### config.mk
export PLATFORM = sky130hd
export DESIGN_NAME = radio_time_slice_scheduler_flat
export DESIGN_NICKNAME = d
export VERILOG_FILES = /design/src/hdl/rtss_pkg.sv /design/src/hdl/rtss_if.sv /design/src/hdl/radio_time_slice_scheduler.sv /design/src/flat_wrapper.sv
export SDC_FILE = /design/constraint.sdc
export NUM_CORES = 1
export LEC_CHECK = 0
export BUFFER_PORTS_ARGS = -buffer_cell sky130_fd_sc_hd__clkbuf_2
export CORE_MARGIN = 2
export CORE_UTILIZATION = 30
export DETAILED_ROUTE_END_ITERATION = 12
export GPL_ROUTABILITY_DRIVEN = 0
export PLACE_DENSITY_LB_ADDON = 0.05
export SYNTH_ARGS = -nofsm -noshare
export SYNTH_HDL_FRONTEND = slang
export SYNTH_SLANG_ARGS = --single-unit
### constraint.sdc
create_clock -name clk_i -period 14.35 [get_ports clk_i]
set_clock_uncertainty 0.2 [all_clocks]
set_input_delay 1.435 -clock clk_i [delete_from_list [all_inputs] [get_ports clk_i]]
set_output_delay 1.435 -clock clk_i [all_outputs]
set_load 0.02 [all_outputs]
### src/hdl/rtss_pkg.sv
package rtss_pkg;

  // Scheduler phases
  typedef enum logic [1:0] {
    PH_HOST  = 2'd0,
    PH_SCAN  = 2'd1,
    PH_DWELL = 2'd2
  } phase_e;

  // Radio commands
  typedef enum logic [1:0] {
    CMD_NONE  = 2'd0,
    CMD_ENTER = 2'd1,
    CMD_LEAVE = 2'd2
  } cmd_e;

  // Configuration register indexes
  localparam int unsigned CfgIdxW = 4;
  typedef enum logic [CfgIdxW-1:0] {
    CFG_ENABLED      = 4'd0,
    CFG_HOLD_OVR     = 4'd1,
    CFG_HOLD_FLOOR   = 4'd2,
    CFG_BLIND_BUDGET = 4'd3,
    CFG_DWELL        = 4'd4,
    CFG_MAX_DWELL    = 4'd5,
    CFG_TX_YIELD     = 4'd6,
    CFG_RETRY        = 4'd7
  } cfg_idx_e;

  localparam logic [15:0] MinHoldMs     = 16'd20;
  localparam logic [31:0] MaxExcessMs   = 32'd500;
  localparam logic [8:0]  DriftLimitMs  = 9'd5;

  // Input word
  typedef struct packed {
    logic [31:0] now_ms;
    logic        host_tx_pending;
    logic        host_busy;
    logic        guest_tx_pending;
    logic        guest_tx_busy;
    logic        guest_receiving;
    logic        guest_packet_in_progress;
    logic        channel_active;
  } in_t;

  // Result word
  typedef struct packed {
    logic [15:0] next_wait_ms;
    logic [1:0]  radio_command;
    logic        pump_request;
    logic [1:0]  slice_state;
    logic        dwell_timed_out;
    logic [8:0]  overhead_estimate_ms;
  } out_t;

  // Configuration write word
  typedef struct packed {
    logic [CfgIdxW-1:0] index;
    logic [15:0]        wdata;
  } cfg_t;

endpackage

### src/hdl/rtss_if.sv
// Tick input channel
interface rtss_in_if;
  logic          valid;
  logic          ready;
  rtss_pkg::in_t data;

  modport source (output valid, output data, input ready);
  modport sink (input valid, input data, output ready);
endinterface

// Result channel
interface rtss_out_if;
  logic           valid;
  logic           ready;
  rtss_pkg::out_t data;

  modport source (output valid, output data, input ready);
  modport sink (input valid, input data, output ready);
endinterface

// Configuration write channel
interface rtss_cfg_if;
  logic                            valid;
  logic                            ready;
  logic [rtss_pkg::CfgIdxW-1:0]    index;
  logic [15:0]                     wdata;

  modport source (output valid, output index, output wdata, input ready);
  modport sink (input valid, input index, input wdata, output ready);
endinterface

### src/hdl/radio_time_slice_scheduler.sv
// An accepted tick word reaches its result word through the input register and then the result register.
// Throughput: one tick word per cycle unless the result side stalls; the scheduler state is updated as a
// word moves from the input register into the result register, so the next word sees it without a bubble.
// Configuration writes are always taken, ready is always high.
// Reset (rst_ni low, asynchronous): phase host hold, all timers and estimates zero, registers at
// their defaults; both pipeline stages empty.
module radio_time_slice_scheduler #(
  parameter int unsigned PUMP_INTERVAL_MS = 10
) (
  input  logic       clk_i,
  input  logic       rst_ni,
  rtss_in_if.sink    in_i,
  rtss_out_if.source out_o,
  rtss_cfg_if.sink   cfg_i
);

  localparam logic [15:0] PumpWait = 16'(PUMP_INTERVAL_MS);

  // Configuration registers
  logic        enabled_q;
  logic [15:0] hold_ovr_q, hold_floor_q, blind_budget_q, dwell_q, max_dwell_q, retry_q;
  logic [12:0] tx_yield_q;

  // Scheduler state
  rtss_pkg::phase_e phase_q, phase_d;
  logic        started_q;
  logic [31:0] phase_entered_q, phase_entered_d;
  logic        yield_waiting_q, yield_waiting_d;
  logic [31:0] yield_started_q, yield_started_d;
  logic [31:0] dwell_started_q, dwell_started_d;
  logic        cycle_ext_q, cycle_ext_d;
  logic        slice_seen_q, slice_seen_d;
  logic [31:0] last_slice_q, last_slice_d;
  logic [8:0]  ovh_q, ovh_d;
  logic [8:0]  derived_q, derived_d;

  // Pipeline stages
  logic            in_valid_q, out_valid_q;
  rtss_pkg::in_t   in_q;
  rtss_pkg::out_t  out_q, out_d;
  logic            adv;

  assign adv         = in_valid_q && (!out_valid_q || out_o.ready);
  assign in_i.ready  = !in_valid_q || adv;
  assign out_o.valid = out_valid_q;
  assign out_o.data  = out_q;
  assign cfg_i.ready = 1'b1;

  // Hold time from config and the derived overhead
  logic [15:0] hold_auto, hold;
  always_comb begin
    hold_auto = (blind_budget_q > {7'd0, derived_q}) ? blind_budget_q - {7'd0, derived_q}
                                                     : 16'd0;
    if (hold_auto < hold_floor_q) hold_auto = hold_floor_q;
    if (hold_auto < rtss_pkg::MinHoldMs) hold_auto = rtss_pkg::MinHoldMs;
    hold = (hold_ovr_q != 16'd0) ? hold_ovr_q : hold_auto;
  end

  // Host phase timing
  logic [31:0] now, pe_eff, held, yield_eff, yield_age;
  logic        held_short, in_budget;
  assign now        = in_q.now_ms;
  assign pe_eff     = started_q ? phase_entered_q : now;
  assign held       = now - pe_eff;
  assign held_short = held < {16'd0, hold};
  assign yield_eff  = yield_waiting_q ? yield_started_q : now;
  assign yield_age  = now - yield_eff;
  assign in_budget  = yield_age < {19'd0, tx_yield_q};

  // Decision flags for the current word
  logic scan_stay, dwell_busy, dwell_to, dwell_stay;
  logic host_on, host_hold, host_tx_yield, host_busy_wait, host_enter;
  always_comb begin
    scan_stay  = in_q.guest_receiving || in_q.guest_packet_in_progress ||
                 in_q.channel_active || in_q.guest_tx_pending || in_q.guest_tx_busy;
    dwell_busy = in_q.guest_receiving || in_q.guest_packet_in_progress ||
                 in_q.guest_tx_busy || in_q.guest_tx_pending;
    dwell_to   = dwell_busy && ((now - dwell_started_q) >= {16'd0, max_dwell_q});
    dwell_stay = dwell_busy && !dwell_to;
    host_on        = enabled_q && !held_short;
    host_hold      = enabled_q && held_short;
    host_tx_yield  = host_on && in_q.host_tx_pending && in_budget;
    host_busy_wait = host_on && !host_tx_yield && in_q.host_busy;
    host_enter     = host_on && !host_tx_yield && !in_q.host_busy;
  end

  // Overhead sample at slice start
  logic [16:0] expected;
  logic [31:0] cycle, excess;
  logic [10:0] ovh_sum;
  logic [8:0]  ovh_new, drift;
  always_comb begin
    expected = {1'b0, hold} + {1'b0, dwell_q};
    cycle    = now - last_slice_q;
    excess   = (cycle > {15'd0, expected}) ? cycle - {15'd0, expected} : 32'd0;
    ovh_sum  = {1'b0, ovh_q, 1'b0} + {2'd0, ovh_q} + excess[10:0];
    ovh_new  = ovh_q;
    if (slice_seen_q && !cycle_ext_q && excess <= rtss_pkg::MaxExcessMs) begin
      ovh_new = ovh_sum[10:2];
    end
    drift = (ovh_new > derived_q) ? ovh_new - derived_q : derived_q - ovh_new;
  end

  // Next state
  always_comb begin
    phase_d         = phase_q;
    phase_entered_d = pe_eff;
    yield_waiting_d = yield_waiting_q;
    yield_started_d = yield_started_q;
    dwell_started_d = dwell_started_q;
    cycle_ext_d     = cycle_ext_q;
    slice_seen_d    = slice_seen_q;
    last_slice_d    = last_slice_q;
    ovh_d           = ovh_q;
    derived_d       = derived_q;
    unique case (phase_q)
      rtss_pkg::PH_SCAN: begin
        phase_entered_d = now;
        if (scan_stay) begin
          phase_d         = rtss_pkg::PH_DWELL;
          cycle_ext_d     = 1'b1;
          dwell_started_d = now;
        end else begin
          phase_d = rtss_pkg::PH_HOST;
        end
      end
      rtss_pkg::PH_DWELL: begin
        if (!dwell_stay) begin
          phase_d         = rtss_pkg::PH_HOST;
          phase_entered_d = now;
        end
      end
      default: begin
        if (host_on) begin
          if (in_q.host_tx_pending) begin
            yield_waiting_d = 1'b1;
            yield_started_d = yield_eff;
          end else begin
            yield_waiting_d = 1'b0;
          end
        end
        if (host_enter) begin
          ovh_d           = ovh_new;
          last_slice_d    = now;
          slice_seen_d    = 1'b1;
          cycle_ext_d     = 1'b0;
          if (drift >= rtss_pkg::DriftLimitMs) derived_d = ovh_new;
          phase_d         = rtss_pkg::PH_SCAN;
          phase_entered_d = now;
        end
      end
    endcase
  end

  // Result word
  always_comb begin
    out_d.next_wait_ms         = hold;
    out_d.radio_command        = rtss_pkg::CMD_NONE;
    out_d.pump_request         = 1'b0;
    out_d.slice_state          = phase_d;
    out_d.dwell_timed_out      = 1'b0;
    out_d.overhead_estimate_ms = ovh_d;
    unique case (phase_q)
      rtss_pkg::PH_SCAN: begin
        if (scan_stay) begin
          out_d.pump_request = 1'b1;
          out_d.next_wait_ms = PumpWait;
        end else begin
          out_d.radio_command = rtss_pkg::CMD_LEAVE;
        end
      end
      rtss_pkg::PH_DWELL: begin
        out_d.pump_request = 1'b1;
        if (dwell_stay) begin
          out_d.next_wait_ms = PumpWait;
        end else begin
          out_d.radio_command   = rtss_pkg::CMD_LEAVE;
          out_d.dwell_timed_out = dwell_to;
        end
      end
      default: begin
        priority if (host_hold) begin
          out_d.next_wait_ms = hold - held[15:0];
        end else if (host_tx_yield || host_busy_wait) begin
          out_d.next_wait_ms = retry_q;
        end else if (host_enter) begin
          out_d.radio_command = rtss_pkg::CMD_ENTER;
          out_d.next_wait_ms  = dwell_q;
        end else begin
          out_d.next_wait_ms = hold;
        end
      end
    endcase
  end

  // Configuration writes
  logic cfg_we, cfg_rederive;
  assign cfg_we = cfg_i.valid && cfg_i.ready;
  always_comb begin
    unique case (cfg_i.index)
      rtss_pkg::CFG_HOLD_OVR, rtss_pkg::CFG_HOLD_FLOOR, rtss_pkg::CFG_BLIND_BUDGET,
      rtss_pkg::CFG_DWELL, rtss_pkg::CFG_MAX_DWELL, rtss_pkg::CFG_TX_YIELD,
      rtss_pkg::CFG_RETRY: cfg_rederive = cfg_we;
      default:             cfg_rederive = 1'b0;
    endcase
  end

  always_ff @(posedge clk_i or negedge rst_ni) begin
    if (!rst_ni) begin
      enabled_q      <= 1'b0;
      hold_ovr_q     <= 16'd0;
      hold_floor_q   <= 16'd20;
      blind_budget_q <= 16'd0;
      dwell_q        <= 16'd20;
      max_dwell_q    <= 16'd0;
      tx_yield_q     <= 13'd1000;
      retry_q        <= 16'd0;
    end else if (cfg_we) begin
      unique case (cfg_i.index)
        rtss_pkg::CFG_ENABLED:      enabled_q      <= cfg_i.wdata[0];
        rtss_pkg::CFG_HOLD_OVR:     hold_ovr_q     <= cfg_i.wdata;
        rtss_pkg::CFG_HOLD_FLOOR:   hold_floor_q   <= cfg_i.wdata;
        rtss_pkg::CFG_BLIND_BUDGET: blind_budget_q <= cfg_i.wdata;
        rtss_pkg::CFG_DWELL:        dwell_q        <= cfg_i.wdata;
        rtss_pkg::CFG_MAX_DWELL:    max_dwell_q    <= cfg_i.wdata;
        rtss_pkg::CFG_TX_YIELD:     tx_yield_q     <= cfg_i.wdata[12:0];
        rtss_pkg::CFG_RETRY:        retry_q        <= cfg_i.wdata;
        default: ;
      endcase
    end
  end

  // Scheduler state registers
  always_ff @(posedge clk_i or negedge rst_ni) begin
    if (!rst_ni) begin
      phase_q         <= rtss_pkg::PH_HOST;
      started_q       <= 1'b0;
      phase_entered_q <= 32'd0;
      yield_waiting_q <= 1'b0;
      yield_started_q <= 32'd0;
      dwell_started_q <= 32'd0;
      cycle_ext_q     <= 1'b0;
      slice_seen_q    <= 1'b0;
      last_slice_q    <= 32'd0;
      ovh_q           <= 9'd0;
      derived_q       <= 9'd0;
    end else if (adv) begin
      phase_q         <= phase_d;
      started_q       <= 1'b1;
      phase_entered_q <= phase_entered_d;
      yield_waiting_q <= yield_waiting_d;
      yield_started_q <= yield_started_d;
      dwell_started_q <= dwell_started_d;
      cycle_ext_q     <= cycle_ext_d;
      slice_seen_q    <= slice_seen_d;
      last_slice_q    <= last_slice_d;
      ovh_q           <= ovh_d;
      derived_q       <= derived_d;
    end else if (cfg_rederive) begin
      derived_q <= ovh_q;
    end
  end

  // Pipeline valid bits
  always_ff @(posedge clk_i or negedge rst_ni) begin
    if (!rst_ni) begin
      in_valid_q  <= 1'b0;
      out_valid_q <= 1'b0;
    end else begin
      if (in_i.ready) in_valid_q <= in_i.valid;
      if (adv) begin
        out_valid_q <= 1'b1;
      end else if (out_o.ready) begin
        out_valid_q <= 1'b0;
      end
    end
  end

  // Pipeline payload
  always_ff @(posedge clk_i) begin
    if (in_i.valid && in_i.ready) in_q <= in_i.data;
    if (adv) out_q <= out_d;
  end

endmodule
### src/flat_wrapper.sv
// flat-port wrapper written by rule: the top's interface ports become plain ports
module radio_time_slice_scheduler_flat 
#(
  parameter int unsigned PUMP_INTERVAL_MS = 10
)
  (clk_i, rst_ni, in_i_valid, in_i_data, in_i_ready, out_o_valid, out_o_data, out_o_ready, cfg_i_valid, cfg_i_index, cfg_i_wdata, cfg_i_ready);
  rtss_in_if in_i_i ();
  rtss_out_if out_o_i ();
  rtss_cfg_if cfg_i_i ();
  input  logic clk_i;
  input  logic rst_ni;
  input wire logic [$bits(in_i_i.valid)-1:0] in_i_valid;
  input wire logic [$bits(in_i_i.data)-1:0] in_i_data;
  output wire logic [$bits(in_i_i.ready)-1:0] in_i_ready;
  output wire logic [$bits(out_o_i.valid)-1:0] out_o_valid;
  output wire logic [$bits(out_o_i.data)-1:0] out_o_data;
  input wire logic [$bits(out_o_i.ready)-1:0] out_o_ready;
  input wire logic [$bits(cfg_i_i.valid)-1:0] cfg_i_valid;
  input wire logic [$bits(cfg_i_i.index)-1:0] cfg_i_index;
  input wire logic [$bits(cfg_i_i.wdata)-1:0] cfg_i_wdata;
  output wire logic [$bits(cfg_i_i.ready)-1:0] cfg_i_ready;
  assign in_i_i.valid = in_i_valid;
  assign in_i_i.data = in_i_data;
  assign in_i_ready = in_i_i.ready;
  assign out_o_valid = out_o_i.valid;
  assign out_o_data = out_o_i.data;
  assign out_o_i.ready = out_o_ready;
  assign cfg_i_i.valid = cfg_i_valid;
  assign cfg_i_i.index = cfg_i_index;
  assign cfg_i_i.wdata = cfg_i_wdata;
  assign cfg_i_ready = cfg_i_i.ready;
  radio_time_slice_scheduler #(.PUMP_INTERVAL_MS(PUMP_INTERVAL_MS)) u_core (.clk_i(clk_i), .rst_ni(rst_ni), .in_i(in_i_i), .out_o(out_o_i), .cfg_i(cfg_i_i));
endmodule
==> summary.md <==
| Metric | Value |
|---|---|
| CP max-delay cell | `fa_1` |
| Post-Synth Adder-Cell Area | `13.0%` |
| Register area share after synthesis | `30.2%` |
| Vias in the first global route | `24,815` |
| Reg-to-Reg Start | `u_core.derived_q[1]` |
| Setup crit end kind | `flop` |
| Die Span X | `314 µm` |
| Req. time, crit path | `14,620 ps` |
| Register bit total from synthesis | `334` |
| Worst stage delay on the critical path | `410 ps` |
| Largest area contributor in the netlist | `dfrtp_1` |
| Final Hold Vio Count | `0` |
| Flop2flop setup slack | `660 ps` |
| CP most frequent cell | `a21oi_2` |
| Sw power | `4.42 mW` |
| Crit Path Class | `reg -> reg` |
| IO Count | `98` |
| Main combinational cell family by area after synthesis | `compound AO/OA/AOI/OAI gates` |
| Synthesized area per cell | `8.99 µm²` |
| PwrDens | `272 nW/µm²` |
| Clk sinks | `334` |
| Post-DRT Antenna Nets | `0` |
| Initial core utilization | `30.3%` |
| P_int | `4.64 mW` |
| Pwr Total | `9.05 mW` |
| DR vias/cell | `5.38` |
| Max-Cap Viols | `0` |
| CP arrival | `13,960 ps` |
| Drt pass-1 iters | `5` |
| Clock power share | `12.7%` |
| Area delta synth->final | `15.5%` |
| Max-slew violations | `0` |
| Row count | `113` |
| Sw frac | `48.8%` |
| Simple-gate share of the synthesized area | `15.7%` |
| Synth Flop Type | `dfrtp_1` |
| Fill cell count | `9,804` |
| Clock root cell | `clkbuf_16` |
| Top cells by area, synth | `dfrtp_1 22%, ha_1 12%, edfxtp_1 7.3%, mux2_2 6.7%, o21ai_0 3.9%` |
| Peak VDD IR | `228 µV` |
| Mux cell area share after synthesis | `10.5%` |
| Max Buffers Root-to-Sink | `3` |
| HP Class | `reg -> reg` |
| Die area | `98,600 µm²` |
| H-tree levels | `2` |
| Iter 0 DRT Violations | `1,686` |
| Crit. Startpoint | `u_core.derived_q[1]` |
| Final #Nets | `3,714` |
| Initial antenna violation count | `4` |
| Hpwl dp | `82,100 µm` |
| Average routed wire per standard cell | `22.8 µm` |
| Startpoint Class | `flop` |
| Diode count | `0` |
| Top cell type's share of synthesized area | `22.0%` |
| Hold path startpoint | `u_core.slice_seen_q` |
| Xor-xnor portion of the synthesized cell area | `3.77%` |
| Combinational power share | `71.4%` |
| Final setup fails | `0` |
| Total GRT Usage | `21.1%` |
| Syn Inst Count | `3,207` |
| CTS Buf Count | `46` |
| Post-Syn Nets | `3,559` |
| Reg power frac | `15.9%` |
| FMAX | `73.0 MHz` |
| Non-Filler Instances | `4,663` |
| Compound-Gate Fraction of Synth Area | `21.9%` |
| Slew HR | `20.1%` |
| DRC viols | `0` |
| Pin count of the biggest net entering global routing | `83` |
| Period minus WS final | `13,690 ps` |
| Clock transition at path regs | `70 ps` |
| Yosys Warn Count | `0` |
| Leakage | `14.6 nW` |
| Global-route wire length before repair | `159,000 µm` |
| Die Y | `314 µm` |
| Layout cells sized above 1 | `19.0%` |
| Vias | `25,106` |
| Synth cell types | `120` |
| Clock Latency Late Sink | `610 ps` |
| Outcome | `complete, no violations` |
| Async S/R FF share, synth | `79.0%` |
| Slew @ Worst Pin | `1180 ps` |
| CTS tree | `done` |
| Tcrit/Tclk final | `95.4%` |
| Routed WL | `106,000 µm` |
| CORE AREA | `95,200 µm²` |
| I/O Buffers | `96` |
| Mapped cell area | `28,800 µm²` |
| Cells after DPL | `4,555` |
| Post-synth EDFFs | `70` |
| Congestion Overflow GR | `0` |
| CP Max Fanout | `11` |
==> critical path, delay by kind of cell, from the launching register on <==
family	cells	cell delay [ps]
buffers and inverters	9	1240
adder cells (fa/ha/maj)	7	2180
multiplexers	3	860
flip-flops	1	370
AND/OR/NAND/NOR	12	1900
XOR/XNOR	4	450
AO/OA/AOI/OAI	34	6360
==> path summary, 6_finish.rpt <==
check | end | depth (start not counted)
setup / recovery | u_core.derived_q[3] | 69
hold / removal | u_core.slice_seen_q | 1
setup reg to reg | u_core.derived_q[3] | 69
hold reg to reg | u_core.slice_seen_q | 1
max in group asynchronous | u_core.hold_ovr_q[13] | 3
min in group asynchronous | u_core.yield_started_q[21] | 1
==> through the flow <==
| stage | util [%] | worst slack [ps] | instance area (µm²) | setup TNS (ps) | hold WS, ps |
|---|---|---|---|---|---|
| floorplan | - | 8.91 | 28900 | 0 | 235 |
| global placement | 32.8 | -61.3 | 31200 | -61.3 | 251 |
| detailed placement | 32.8 | -331 | 31200 | -1680 | 253 |
| CTS | 34.5 | 13.9 | 32800 | 0 | 271 |
| global route | 35.0 | -76.1 | 33300 | -123 | 299 |
| finish | 35.0 | 657 | 33300 | 0 | 272 |
==> layout make-up <==
class	count	area (µm²)	area share, %
clock buffer	71	1380	4.13
inverter	254	953	2.86
clock inverter	13	129	0.387
timing repair buffer	215	1420	4.25
tap	1265	1580	4.75
sequential	334	8720	26.2
multi-input combinational	2511	19100	57.4
==> registers in the layout, summed over array words and instances, names as in the netlist, 31 cells and up <==
signal and flops:
u_core.yield_started_q 32, u_core.phase_entered_q 32, u_core.last_slice_q 32, u_core.dwell_started_q 32, u_core.out_o.data 31, u_core.now 32
==> per-layer routing <==
metal | up-vias | routed length, µm | global-route usage, %
li1 | 12128 | - | -
met1 | 12316 | 51300 | 29.5
met2 | 535 | 48600 | 34.7
met3 | 127 | 3700 | 2.15
met4 | 0 | 2690 | 5.11
met5 | - | 0 | 0
==> what timing repair did <==
item	CTS	global route
endpoints found under the setup margin	9	9
gates resized for setup	10	83
hold buffers	0	0
buffers inserted	3	21
pin swaps	2	44
==> cells in the final DEF (no fill, tap or decap), drive strengths merged, types with 74 or more instances in the layout <==
cell	instances
nor2	170
xnor2	84
buf	120
dfrtp	254
a21oi	206
clkbuf	166
o21ai	273
mux2	179
mux2i	98
nand2	284
a21o	74
inv	255
ha	269
==> cells by family after synthesis <==
family	after synthesis
xor gates and xnor gates	122
and+or+nand+nor	890
other	1
buffers and inverters	362
adders and majority gates	288
AOI/OAI and AO/OA	933
DFF	334
muxes	277
==> cell usage after synthesis (all sizes together) (27+ instances only) <==
cell type  number
nor3           55
xor2           38
edfxtp         70
a21o           74
nor2          170
a211oi         41
mux2i          98
nor2b          30
and3           27
o21a           36
nand2b         45
o21ai         273
buf            32
xnor2          84
a21oi         206
o211ai         38
inv           254
nand2         284
nand4          50
dfrtp         254
clkbuf         76
nand3          65
and2           30
mux2          179
ha            269
==> power by group through the flow <==
stage | registers (mW) | logic [mW] | clock network [mW]
4_1_cts | 1.44 | 6.28 | 1.19
3_5_place_dp | 1.46 | 6.22 | 0
6_report | 1.44 | 6.47 | 1.15
5_1_grt | 1.48 | 7.19 | 1.23
2_1_floorplan | 1.42 | 4.40 | 0
3_3_place_gp | 1.45 | 6.20 | 0
Power figures use the tool's default switching activity.
